## src/rtl/scbp_pkg.sv

```systemverilog
// ----------------------------------------------------------------------------
// Size class buffer pool package
// Widths, codes, word types and helpers shared by the pool modules.
// ----------------------------------------------------------------------------
package scbp_pkg;

  localparam int NUM_CLASSES = 4;
  localparam int NUM_BUFFERS = 64;
  localparam int CLS_W       = 2;
  localparam int ID_W        = 6;
  localparam int LINK_W      = 7;
  localparam int SIZE_W      = 32;
  localparam int COUNT_W     = 7;
  localparam int DATA_W      = 32;
  localparam int ADDR_W      = 5;
  localparam int REG_IDX_W   = 3;
  localparam int QUEUE_DEPTH = 2;
  localparam int QPTR_W      = $clog2(QUEUE_DEPTH);
  localparam int QCNT_W      = $clog2(QUEUE_DEPTH + 1);

  localparam logic [LINK_W-1:0]    LIST_EMPTY     = LINK_W'(NUM_BUFFERS);
  localparam logic [SIZE_W-1:0]    MIN_EFF_SIZE   = SIZE_W'(8);
  localparam logic [SIZE_W-1:0]    SIZE_RESET_LO  = SIZE_W'(64);
  localparam logic [COUNT_W-1:0]   COUNT_RESET    = COUNT_W'(16);
  localparam logic [REG_IDX_W-1:0] REG_SIZE_BASE  = REG_IDX_W'(0);
  localparam logic [REG_IDX_W-1:0] REG_COUNT_BASE = REG_IDX_W'(NUM_CLASSES);

  typedef enum logic [1:0] {
    REQ_LEASE   = 2'd0,
    REQ_RELEASE = 2'd1,
    REQ_REBUILD = 2'd2
  } req_type_t;

  typedef enum logic [1:0] {
    ST_OK      = 2'd0,
    ST_UNAVAIL = 2'd1,
    ST_INVALID = 2'd2
  } status_t;

  typedef enum logic [1:0] {
    OP_LEASE,
    OP_RELEASE,
    OP_REBUILD,
    OP_INVALID
  } op_t;

  typedef enum logic [1:0] {
    B_IDLE,
    B_POP,
    B_BUILD,
    B_FINISH
  } back_state_t;

  typedef struct packed {
    logic [1:0]        req_type;
    logic [SIZE_W-1:0] request_size;
    logic [ID_W-1:0]   buffer_id;
    logic [SIZE_W-1:0] buffer_length;
  } req_t;

  typedef struct packed {
    logic [1:0]        status;
    logic [ID_W-1:0]   granted_id;
    logic [CLS_W-1:0]  class_index;
    logic [SIZE_W-1:0] granted_length;
  } rsp_t;

  typedef struct packed {
    op_t              op;
    logic [CLS_W-1:0] cls;
    logic [ID_W-1:0]  id;
  } cmd_t;

  typedef logic [NUM_CLASSES-1:0][SIZE_W-1:0]  size_vec_t;
  typedef logic [NUM_CLASSES-1:0][COUNT_W-1:0] count_vec_t;

  function automatic logic [SIZE_W-1:0] size_reset(input int k);
    return SIZE_RESET_LO << (2 * k);
  endfunction

  function automatic logic [SIZE_W-1:0] eff_size(input logic [SIZE_W-1:0] s);
    return (s < MIN_EFF_SIZE) ? MIN_EFF_SIZE : s;
  endfunction

endpackage

```

## src/rtl/scbp_ram.sv

```systemverilog
// ----------------------------------------------------------------------------
// Generic RAM
// One write port, one read port, registered read data.
// ----------------------------------------------------------------------------
module scbp_ram #(
  parameter int WIDTH = 8,
  parameter int DEPTH = 16,
  localparam int AW = (DEPTH > 1) ? $clog2(DEPTH) : 1
) (
  input  logic             clk,
  input  logic             we,
  input  logic [AW-1:0]    waddr,
  input  logic [WIDTH-1:0] wdata,
  input  logic             re,
  input  logic [AW-1:0]    raddr,
  output logic [WIDTH-1:0] rdata
);

  logic [WIDTH-1:0] mem [DEPTH];

  always_ff @(posedge clk) begin
    if (we) begin
      mem[waddr] <= wdata;
    end
    if (re) begin
      rdata <= mem[raddr];
    end
  end

endmodule

```

## src/rtl/scbp_front.sv

```systemverilog
// ----------------------------------------------------------------------------
// Pool front end
// Accepts request words, finds the covering class and queues a command.
// ----------------------------------------------------------------------------
module scbp_front (
  input  logic              req_valid,
  output logic              req_stall,
  input  scbp_pkg::req_t    req_word,
  input  scbp_pkg::size_vec_t eff,
  input  logic              q_full,
  output logic              q_push,
  output scbp_pkg::cmd_t    q_cmd
);
  import scbp_pkg::*;

  logic [SIZE_W-1:0] value;
  logic              found;
  logic [CLS_W-1:0]  cls;

  assign req_stall = q_full;
  assign q_push    = req_valid && !q_full;
  assign value     = (req_word.req_type == REQ_RELEASE) ? req_word.buffer_length
                                                        : req_word.request_size;

  always_comb begin
    found = 1'b0;
    cls   = '0;
    for (int k = NUM_CLASSES - 1; k >= 0; k--) begin
      if (eff[k] >= value) begin
        found = 1'b1;
        cls   = CLS_W'(k);
      end
    end
  end

  always_comb begin
    q_cmd.cls = cls;
    q_cmd.id  = req_word.buffer_id;
    case (req_word.req_type)
      REQ_LEASE: begin
        q_cmd.op = found ? OP_LEASE : OP_INVALID;
      end
      REQ_RELEASE: begin
        q_cmd.op = (found && ({1'b0, req_word.buffer_id} < LIST_EMPTY)) ? OP_RELEASE
                                                                        : OP_INVALID;
      end
      REQ_REBUILD: begin
        q_cmd.op = OP_REBUILD;
      end
      default: begin
        q_cmd.op = OP_INVALID;
      end
    endcase
  end

endmodule

```

## src/rtl/scbp_queue.sv

```systemverilog
// ----------------------------------------------------------------------------
// Command queue
// Short FIFO between the front end and the list engine.
// ----------------------------------------------------------------------------
module scbp_queue (
  input  logic           clk,
  input  logic           rst,
  input  logic           push,
  input  scbp_pkg::cmd_t push_cmd,
  output logic           full,
  input  logic           pop,
  output logic           not_empty,
  output scbp_pkg::cmd_t head_cmd
);
  import scbp_pkg::*;

  cmd_t              entry [QUEUE_DEPTH];
  logic [QPTR_W-1:0] wptr;
  logic [QPTR_W-1:0] rptr;
  logic [QCNT_W-1:0] count;

  assign full      = (count == QCNT_W'(QUEUE_DEPTH));
  assign not_empty = (count != '0);
  assign head_cmd  = entry[rptr];

  always_ff @(posedge clk) begin
    if (push) begin
      entry[wptr] <= push_cmd;
    end
  end

  always_ff @(posedge clk) begin
    if (rst) begin
      wptr  <= '0;
      rptr  <= '0;
      count <= '0;
    end else begin
      if (push) begin
        wptr <= (wptr == QPTR_W'(QUEUE_DEPTH - 1)) ? '0 : wptr + 1'b1;
      end
      if (pop) begin
        rptr <= (rptr == QPTR_W'(QUEUE_DEPTH - 1)) ? '0 : rptr + 1'b1;
      end
      case ({push, pop})
        2'b10:   count <= count + 1'b1;
        2'b01:   count <= count - 1'b1;
        default: count <= count;
      endcase
    end
  end

endmodule

```

## src/rtl/scbp_back.sv

```systemverilog
// ----------------------------------------------------------------------------
// Pool list engine
// Carries out lease, release and rebuild on the free lists, one at a time.
// ----------------------------------------------------------------------------
module scbp_back (
  input  logic                 clk,
  input  logic                 rst,
  input  logic                 q_valid,
  input  scbp_pkg::cmd_t       q_cmd,
  output logic                 q_pop,
  input  scbp_pkg::size_vec_t  eff,
  input  scbp_pkg::count_vec_t counts,
  output logic                 rsp_valid,
  input  logic                 rsp_stall,
  output scbp_pkg::rsp_t       rsp_word
);
  import scbp_pkg::*;

  back_state_t       state, state_next;
  logic [LINK_W-1:0] head [NUM_CLASSES];
  logic [LINK_W-1:0] head_next [NUM_CLASSES];
  logic [CLS_W-1:0]  pend_cls, pend_cls_next;
  logic [ID_W-1:0]   pend_id, pend_id_next;
  rsp_t              res, res_next;
  logic [LINK_W-1:0] bld_n, bld_n_next;
  logic [CLS_W-1:0]  bld_k, bld_k_next;
  logic [COUNT_W-1:0] bld_c, bld_c_next;
  logic              rsp_valid_next;
  rsp_t              rsp_word_next;

  logic              found;
  logic [CLS_W-1:0]  sel;

  logic              ram_we;
  logic [ID_W-1:0]   ram_waddr;
  logic [LINK_W-1:0] ram_wdata;
  logic              ram_re;
  logic [ID_W-1:0]   ram_raddr;
  logic [LINK_W-1:0] ram_rdata;

  scbp_ram #(
    .WIDTH (LINK_W),
    .DEPTH (NUM_BUFFERS)
  ) u_link (
    .clk   (clk),
    .we    (ram_we),
    .waddr (ram_waddr),
    .wdata (ram_wdata),
    .re    (ram_re),
    .raddr (ram_raddr),
    .rdata (ram_rdata)
  );

  always_comb begin
    found = 1'b0;
    sel   = '0;
    for (int k = NUM_CLASSES - 1; k >= 0; k--) begin
      if ((CLS_W'(k) >= q_cmd.cls) && (head[k] != LIST_EMPTY)) begin
        found = 1'b1;
        sel   = CLS_W'(k);
      end
    end
  end

  always_comb begin
    state_next     = state;
    head_next      = head;
    pend_cls_next  = pend_cls;
    pend_id_next   = pend_id;
    res_next       = res;
    bld_n_next     = bld_n;
    bld_k_next     = bld_k;
    bld_c_next     = bld_c;
    rsp_valid_next = rsp_valid && rsp_stall;
    rsp_word_next  = rsp_word;
    q_pop          = 1'b0;
    ram_we         = 1'b0;
    ram_waddr      = '0;
    ram_wdata      = '0;
    ram_re         = 1'b0;
    ram_raddr      = '0;

    case (state)
      B_IDLE: begin
        if (q_valid) begin
          q_pop    = 1'b1;
          res_next = '0;
          case (q_cmd.op)
            OP_LEASE: begin
              if (found) begin
                ram_re        = 1'b1;
                ram_raddr     = head[sel][ID_W-1:0];
                pend_cls_next = sel;
                pend_id_next  = head[sel][ID_W-1:0];
                state_next    = B_POP;
              end else begin
                res_next.status = ST_UNAVAIL;
                state_next      = B_FINISH;
              end
            end
            OP_RELEASE: begin
              ram_we                = 1'b1;
              ram_waddr             = q_cmd.id;
              ram_wdata             = head[q_cmd.cls];
              head_next[q_cmd.cls]  = {1'b0, q_cmd.id};
              res_next.status       = ST_OK;
              res_next.class_index  = q_cmd.cls;
              state_next            = B_FINISH;
            end
            OP_REBUILD: begin
              for (int k = 0; k < NUM_CLASSES; k++) begin
                head_next[k] = LIST_EMPTY;
              end
              bld_n_next = '0;
              bld_k_next = '0;
              bld_c_next = '0;
              state_next = B_BUILD;
            end
            default: begin
              res_next.status = ST_INVALID;
              state_next      = B_FINISH;
            end
          endcase
        end
      end
      B_POP: begin
        head_next[pend_cls]     = ram_rdata;
        res_next.status         = ST_OK;
        res_next.granted_id     = pend_id;
        res_next.class_index    = pend_cls;
        res_next.granted_length = eff[pend_cls];
        state_next              = B_FINISH;
      end
      B_BUILD: begin
        if (bld_n == LIST_EMPTY) begin
          res_next.status = ST_OK;
          state_next      = B_FINISH;
        end else if (bld_c < counts[bld_k]) begin
          ram_we           = 1'b1;
          ram_waddr        = bld_n[ID_W-1:0];
          ram_wdata        = head[bld_k];
          head_next[bld_k] = bld_n;
          bld_n_next       = bld_n + 1'b1;
          bld_c_next       = bld_c + 1'b1;
        end else if (bld_k == CLS_W'(NUM_CLASSES - 1)) begin
          res_next.status = ST_OK;
          state_next      = B_FINISH;
        end else begin
          bld_k_next = bld_k + 1'b1;
          bld_c_next = '0;
        end
      end
      B_FINISH: begin
        if (!rsp_valid || !rsp_stall) begin
          rsp_valid_next = 1'b1;
          rsp_word_next  = res;
          state_next     = B_IDLE;
        end
      end
      default: begin
        state_next = B_IDLE;
      end
    endcase
  end

  always_ff @(posedge clk) begin
    if (rst) begin
      state     <= B_IDLE;
      rsp_valid <= 1'b0;
      for (int k = 0; k < NUM_CLASSES; k++) begin
        head[k] <= LIST_EMPTY;
      end
    end else begin
      state     <= state_next;
      rsp_valid <= rsp_valid_next;
      head      <= head_next;
    end
  end

  always_ff @(posedge clk) begin
    pend_cls <= pend_cls_next;
    pend_id  <= pend_id_next;
    res      <= res_next;
    bld_n    <= bld_n_next;
    bld_k    <= bld_k_next;
    bld_c    <= bld_c_next;
    rsp_word <= rsp_word_next;
  end

endmodule

```

## src/rtl/size_class_buffer_pool_core.sv

```systemverilog
// A lease passes B_IDLE, B_POP and B_FINISH; release, invalid and unavailable pass B_IDLE and B_FINISH.
// The list engine takes a new command only once the last is done; a lease waits on the registered link RAM read.
// Rebuild places ids class by class in B_BUILD, at most NUM_BUFFERS ids, then passes to B_FINISH.
// A two-word command queue lets up to two requests be taken while one is in work.
// Reset (synchronous): all free lists empty, queue empty, size and count registers
// back to 64/256/1024/4096 and 16; link RAM contents are left as they are.
// ----------------------------------------------------------------------------
// Size class buffer pool
// Segregated free-list allocator with an APB-style configuration port.
// ----------------------------------------------------------------------------
module size_class_buffer_pool_core (
  input  logic                          clk,
  input  logic                          rst,
  input  logic                          req_valid,
  output logic                          req_stall,
  input  scbp_pkg::req_t                req_word,
  output logic                          rsp_valid,
  input  logic                          rsp_stall,
  output scbp_pkg::rsp_t                rsp_word,
  input  logic                          psel,
  input  logic                          penable,
  input  logic                          pwrite,
  input  logic [scbp_pkg::ADDR_W-1:0]   paddr,
  input  logic [scbp_pkg::DATA_W-1:0]   pwdata,
  output logic [scbp_pkg::DATA_W-1:0]   prdata,
  output logic                          pready
);
  import scbp_pkg::*;

  size_vec_t            size_reg;
  count_vec_t           count_reg;
  size_vec_t            eff;
  logic [REG_IDX_W-1:0] reg_idx;

  logic q_full;
  logic q_push;
  cmd_t q_in;
  logic q_pop;
  logic q_valid;
  cmd_t q_head;

  assign pready  = 1'b1;
  assign reg_idx = paddr[ADDR_W-1:2];

  always_ff @(posedge clk) begin
    if (rst) begin
      for (int k = 0; k < NUM_CLASSES; k++) begin
        size_reg[k]  <= size_reset(k);
        count_reg[k] <= COUNT_RESET;
      end
    end else if (psel && penable && pwrite) begin
      if (reg_idx < REG_COUNT_BASE) begin
        size_reg[reg_idx[CLS_W-1:0]] <= pwdata;
      end else begin
        count_reg[reg_idx[CLS_W-1:0]] <= pwdata[COUNT_W-1:0];
      end
    end
  end

  always_comb begin
    if (reg_idx < REG_COUNT_BASE) begin
      prdata = size_reg[reg_idx[CLS_W-1:0]];
    end else begin
      prdata = DATA_W'(count_reg[reg_idx[CLS_W-1:0]]);
    end
  end

  always_comb begin
    for (int k = 0; k < NUM_CLASSES; k++) begin
      eff[k] = eff_size(size_reg[k]);
    end
  end

  scbp_front u_front (
    .req_valid (req_valid),
    .req_stall (req_stall),
    .req_word  (req_word),
    .eff       (eff),
    .q_full    (q_full),
    .q_push    (q_push),
    .q_cmd     (q_in)
  );

  scbp_queue u_queue (
    .clk       (clk),
    .rst       (rst),
    .push      (q_push),
    .push_cmd  (q_in),
    .full      (q_full),
    .pop       (q_pop),
    .not_empty (q_valid),
    .head_cmd  (q_head)
  );

  scbp_back u_back (
    .clk       (clk),
    .rst       (rst),
    .q_valid   (q_valid),
    .q_cmd     (q_head),
    .q_pop     (q_pop),
    .eff       (eff),
    .counts    (count_reg),
    .rsp_valid (rsp_valid),
    .rsp_stall (rsp_stall),
    .rsp_word  (rsp_word)
  );

endmodule

```

## config.mk

```make
export PLATFORM = sky130hd
export DESIGN_NAME = size_class_buffer_pool_core
export DESIGN_NICKNAME = d
export VERILOG_FILES = /design/src/rtl/scbp_pkg.sv /design/src/rtl/scbp_ram.sv /design/src/rtl/scbp_front.sv /design/src/rtl/scbp_queue.sv /design/src/rtl/scbp_back.sv /design/src/rtl/size_class_buffer_pool_core.sv
export SDC_FILE = /design/constraint.sdc
export NUM_CORES = 2
export LEC_CHECK = 0
export BUFFER_PORTS_ARGS = -buffer_cell sky130_fd_sc_hd__buf_4
export CAP_MARGIN = 20
export CORE_AREA = 2 2 268 270
export CTS_BUF_LIST = sky130_fd_sc_hd__clkbuf_8
export CTS_CLUSTER_DIAMETER = 50
export DETAILED_ROUTE_END_ITERATION = 10
export DIE_AREA = 0 0 270 272
export PLACE_DENSITY = 0.72
export SYNTH_ARGS = -nofsm -noshare
export SYNTH_HDL_FRONTEND = slang
export SYNTH_SLANG_ARGS = --single-unit
```

## constraint.sdc

```tcl
create_clock -name clk -period 5.6 [get_ports clk]
set_input_delay 0.56 -clock clk [delete_from_list [all_inputs] [get_ports clk]]
set_output_delay 0.56 -clock clk [all_outputs]
set_load 0.1 [all_outputs]
```

# == After elaboration in Yosys (flattened, before gate mapping) ==
# Memories as Yosys holds them, arrays and structs flattened. A register that Yosys moved wholly into a read port is not among the register bits.
# Index checks and enable logic that the tools add are counted.
# totals
register_bits,299
mem_bits_rw,468
in_bits,116
out_inout_bits,77
wordCells,262
mem_count,2
# mem_list
memory,depth,word_bits,read_ports,rd_clocked_by_memory_dff,wr,line,rtl
u_back.u_link.mem,64,7,1,1,1,scbp_ram.sv:19,logic [WIDTH-1:0] mem [DEPTH];
u_queue.entry,2,10,1,1,1,scbp_queue.sv:17,cmd_t entry [QUEUE_DEPTH];
# classes
n_addsub,7
magnitude_cmp,25
eq_ne,27
mux,130
n_bitwise,5
n_reduce_logical,36
# op_table
op,n
32-bit two-way mux,9
7-bit two-way mux,21
32-bit binary-select mux with 2-bit select,2
128-bit bitwise mux,1
32-bit greater-or-equal comparator,4
"32-bit by 4-bit < comparator with 1-bit output, second input constant",4
28-bit bitwise mux,4
28-bit two-way mux,3
28-bit case mux with 3 select lines,1
40-bit case mux with 2 select lines,1
7-bit binary-select mux with 2-bit select,5
32-bit demux with 2-bit select,1
6-bit two-way mux,10
7-bit demux with 2-bit select,4
28-bit case mux with 2 select lines,1
2-bit two-way mux,25
42-bit two-way mux,1
7-bit case mux with 2 select lines,3
1-bit two-way mux,29
"7-bit != test, second input constant",4
2-bit case mux with 2 select lines,4
5-bit AND reduction,3
"7-bit by 1-bit adder with 7-bit output, second input constant",2
"2-bit == test, second input constant",7
34 further kinds,81

# == Logic depth before layout (Yosys ltp) ==
# logic_depth
word_depth,14
mapped_depth,16
ltp_nobuf,16

# == Cells and area by module ==
# A second synthesis with hierarchy kept.
# unflattened
cells_unflattened,2781
hier_area_um2,38453.1
# by_module_without_submodules
mod,n_inst,cells_per_inst,area_each_um2,seq_area_each_um2
scbp_ram,1,837,17743.3,13663.1
scbp_back,1,696,8418.1,3863.7
size_class_buffer_pool_core,1,815,8155.3,3123.0
scbp_front,1,380,3210.6,0.0
scbp_queue,1,53,925.9,700.7

# == Worst setup path after synthesis ==
# Ideal clock, no wire load.
# synth_path
kind,reg-to-reg
from,reg u_back.bld_k[0]
to,mem u_back.u_link.mem[0][0] (netlist bit) (data pin)
setup_time_ps,702
arrival_time_ps,4437
t_required_ps,4898
path_slack_ps,461
path_stages_with_launch,14
path_buffers,3
period_less_slack_ps,5139
path_cell_list,edfxtp_1 buf_2 buf_1 mux4_2 inv_1 ha_1 a21boi_0 o21a_1 o21a_1 o221a_2 nor3_1 clkbuf_1 nand2_1 o21ai_0
# synth_via
elab_chain_len,7
word_cells_on_any_way,10
classes_between,order compare: 1; mux: 8; bitwise: 1
# synth_rtl
element,line,rtl
"start, declared",scbp_back.sv:26,"logic [CLS_W-1:0] bld_k, bld_k_next;"
"start signal, assigned",scbp_back.sv:185,bld_k <= bld_k_next;
branches (longest 4 deep; another with 7-bit < comparator),n/a,
7-bit two-way mux *,scbp_back.sv:138,end else if (bld_c < counts[bld_k]) begin
7-bit two-way mux *,scbp_back.sv:135,if (bld_n == LIST_EMPTY) begin
7-bit case mux with 2 select lines *,scbp_back.sv:83,case (state)
net u_back.ram_wdata[0],scbp_back.sv:36,logic [LINK_W-1:0] ram_wdata;
"end, declared",scbp_ram.sv:19,
# Mark *: on every way through the listed nets, which the timed path passes. The select of a mux whose other input is x is not followed.

==> impl_metrics.toml <==
[run_status]
run_status = "finished, final reports clean"

[placement]
dp_hpwl_um = 79320
gp_congestion = 0.9832
io_buffers = 189

[floorplan]
dieHeight_um = 272
ios = 193
die_w_um = 270
die_area_um2 = 73440
rows = 98
coreArea_um2 = 70750
start_util_pct = 54.59

[detailed_routing]
vias = 29410
avgViaCountPerCell = 6.557
dr.pass1.iters = 6
antenna_left = 0
dr.first_iter.drc_count = 3740
routedWlPerCell_um = 26.45
drc = 0
totalWireLength_um = 118700

[global_routing]
track_usage_pct = 31.87
grt_first_pass_wirelength_um = 177200
grt_max_degree = 110
antenna_found_initial = 4
grt_pass1_vias = 28570
grt_overflow = 0

[yosys]
syn_inst = 3346
ys_seq_area_share_pct = 55.28
synth_top_family_by_area = "compound AO/OA/AOI/OAI gates"
ys_types = 84
synth_edf_count = 583
synth_seq_cells = 775
synth_fp_nets = 3609
synth_fa_ha_area_share_pct = 4.762
synth_common_cells = "edfxtp_1, nand2_1, clkbuf_1"
syn_area_per_cell_um2 = 11.54
synth_xor_area_share_pct = 0.3175
yosys-top-cells-area = "edfxtp_1, dfxtp_1, mux4_2, ha_1, nand2_1"
synth_top_cell_area_share_pct = 45.33
yosysWarnings = 0
synth-simple-area-share_pct = 12.85
synth-compound-area-share_pct = 12.89
synth_area_um2 = 38620
synthArstFlopShare_pct = 0
synth_top_area_cell = "edfxtp_1"
synth.most_common_cell = "edfxtp_1"
synthFlopType = "edfxtp_1"
synthMuxAreaShare_pct = 10.04

[run]
drv_cap = 0

[sta]
slew_violations = 0
hold_slack_ps = 42.89
rsz0062_at_grt = "no"
setup_viol = 0
relSlewSlack_pct = 17.33
hold_violations = 0
period_minus_slack_ps = 5409
worst_pin_slew_ps = 1235
fmax_ghz = 0.1849
period_share_pct = 96.59
fin_setup_tns_ps = 0
fin_skew_ps = 46.89

[worst_setup_path]
worst-path-max-fanout = 5
crit_required_ps = 6260
worstSetupPathType = "reg -> reg"
crit_top_cell = "a21o_1"
end_kind = "flip-flop"
crit_chain = "or4_1 > nor4_1 > nand4_1 > and2_1 > ha_1 > a21o_1 > a21o_1 > a21o_1 > a21o_1 > a2111oi_0 > o21ai_0 > a311oi_1 > nand2_1 > o31ai_1 > buf_4"
critPathMaxStageDelay_ps = 560
critPathLaunchType = "flip-flop"
cp_slowest_cell = "a311oi_1"
arrival_ps = 6070

[pwr]
peakVddDrop_mv = 0.3303
p_sw_uw = 6692
power_leakage_uw = 0.01586
comb_power_share_pct = 30.7
netSwitchingFraction_pct = 37.26
power.density_nw_per_um2 = 413.5
p_int_uw = 11270
seqPwrFrac_pct = 40.6
power_frac_clock_pct = 28.7

[clock_network]
clock-root-buffer = "clkbuf_8"
path_clk_slew_ps = 60
cts_tree = "built"
worstSkewPairLatency_ps = 820
cts_resized = 0
htree_levels = 4
numClockSinks = 775
post-cts-setup-buffers = 0
cts_made_buffers = 132
cts_max_path_buffers = 3
ctsHoldBuffers = 20

[final_layout]
fill_cells = 5517
areaGrowthSynthToFinish_pct = 12.44
layout-drive-gt1-share_pct = 18.23
largest_reg_flops = 448
finalNetCount = 3691

[worst_hold_path]
hp-class = "in -> reg"
worst max-delay path: cells and delay by family (launching register included):
| kind | cells | cell delay [ps] |
|---|---|---|
| DFF | 1 | 350 |
| adders and majority gates | 1 | 280 |
| AOI/OAI and AO/OA | 8 | 2580 |
| buffers and inverters | 1 | 210 |
| and+or+nand+nor | 5 | 1840 |
logic make-up after synthesis:
group	count (synthesis)
other	1
AND/OR/NAND/NOR	1064
multiplexers	270
adder cells (fa/ha/maj)	147
buffers and inverters	361
flip-flops	775
XOR/XNOR	14
AO/OA/AOI/OAI	714
through the flow:
| step | total power, µW | instance area [µm²] | std cells | worst slack (ps) | util [%] |
|---|---|---|---|---|---|
| after floorplan | 10880 | 38620 | 3346 | 461.1 | - |
| after global placement | 12610 | 40540 | 4222 | 433.8 | 57.29 |
| after detailed placement | 12770 | 40540 | 4222 | 408.0 | 57.29 |
| after CTS | 17880 | 43390 | 4481 | 436.2 | 61.33 |
| after global routing | 18590 | 43420 | 4484 | 50.59 | 61.38 |
| final | 17960 | 43430 | 4485 | 190.8 | 61.38 |
area by class of cell:
cell class              instances  area (µm²)  area share [%]
diodes                          2       5.005         0.01152
clock buffers                 141        1941           4.469
clock inverters                98       713.2           1.642
inverters                      31       116.4          0.2680
multi-input cells            2210       15920           36.65
flip-flops and latches        775       21350           49.16
well taps                     950        1189           2.737
repair buffers                278        2195           5.054
power by group through the flow:
stage | sequential, µW | combinational (µW) | clock [µW]
floorplan | 7450 | 3430 | 0
global placement | 7360 | 5240 | 0
detailed placement | 7390 | 5380 | 0
CTS | 7270 | 5400 | 5200
global route | 7320 | 5830 | 5440
finish | 7290 | 5520 | 5150
path summary, 6_finish.rpt:
path / from / to / slack (ps) / cells past startpoint
worst max register to register: size_reg[112] / u_queue.entry[1][8] / 190 / 15
worst min-delay path: pwdata[24] / size_reg[88] / 40 / 3
worst min register to register: u_back.res[16] / u_back.rsp_word[16] / 420 / 0
worst max-delay path: size_reg[112] / u_queue.entry[1][8] / 190 / 15
layout by cell type (no fill, tap or decap), types with 32 or more instances in the layout:
| master | netlist | final |
|---|---|---|
| ha_1 | 147 | 146 |
| nor2_1 | 204 | 199 |
| mux2_2 | 62 | 62 |
| dfxtp_1 | 192 | 192 |
| edfxtp_1 | 583 | 583 |
| a21o_1 | 53 | 53 |
| mux4_2 | 87 | 87 |
| buf_4 | 12 | 252 |
| o211ai_1 | 75 | 75 |
| nand3_1 | 53 | 51 |
| mux2i_1 | 119 | 119 |
| nor4_1 | 32 | 32 |
| clkbuf_8 | 0 | 141 |
| nor2b_1 | 46 | 46 |
| and2_1 | 60 | 60 |
| o21ai_0 | 63 | 58 |
| a211oi_1 | 39 | 39 |
| a21oi_1 | 203 | 203 |
| or4_1 | 36 | 36 |
| a31oi_1 | 37 | 37 |
| nand2_1 | 479 | 479 |
| inv_1 | 30 | 55 |
| a22oi_1 | 32 | 32 |
routing by layer:
| metal | track usage [%] | vias up | part of all wire [%] | routed length [µm] |
|---|---|---|---|---|
| li1 | - | 12750 | - | - |
| met1 | 41.96 | 14510 | 39 | 46040 |
| met2 | 51.10 | 1795 | 47 | 55540 |
| met3 | 6.171 | 349 | 9.6 | 11390 |
| met4 | 15.28 | 2 | 4.8 | 5665 |
| met5 | 0 | - | 0.011 | 13 |
Note: power is estimated with default switching activity, not from simulation.
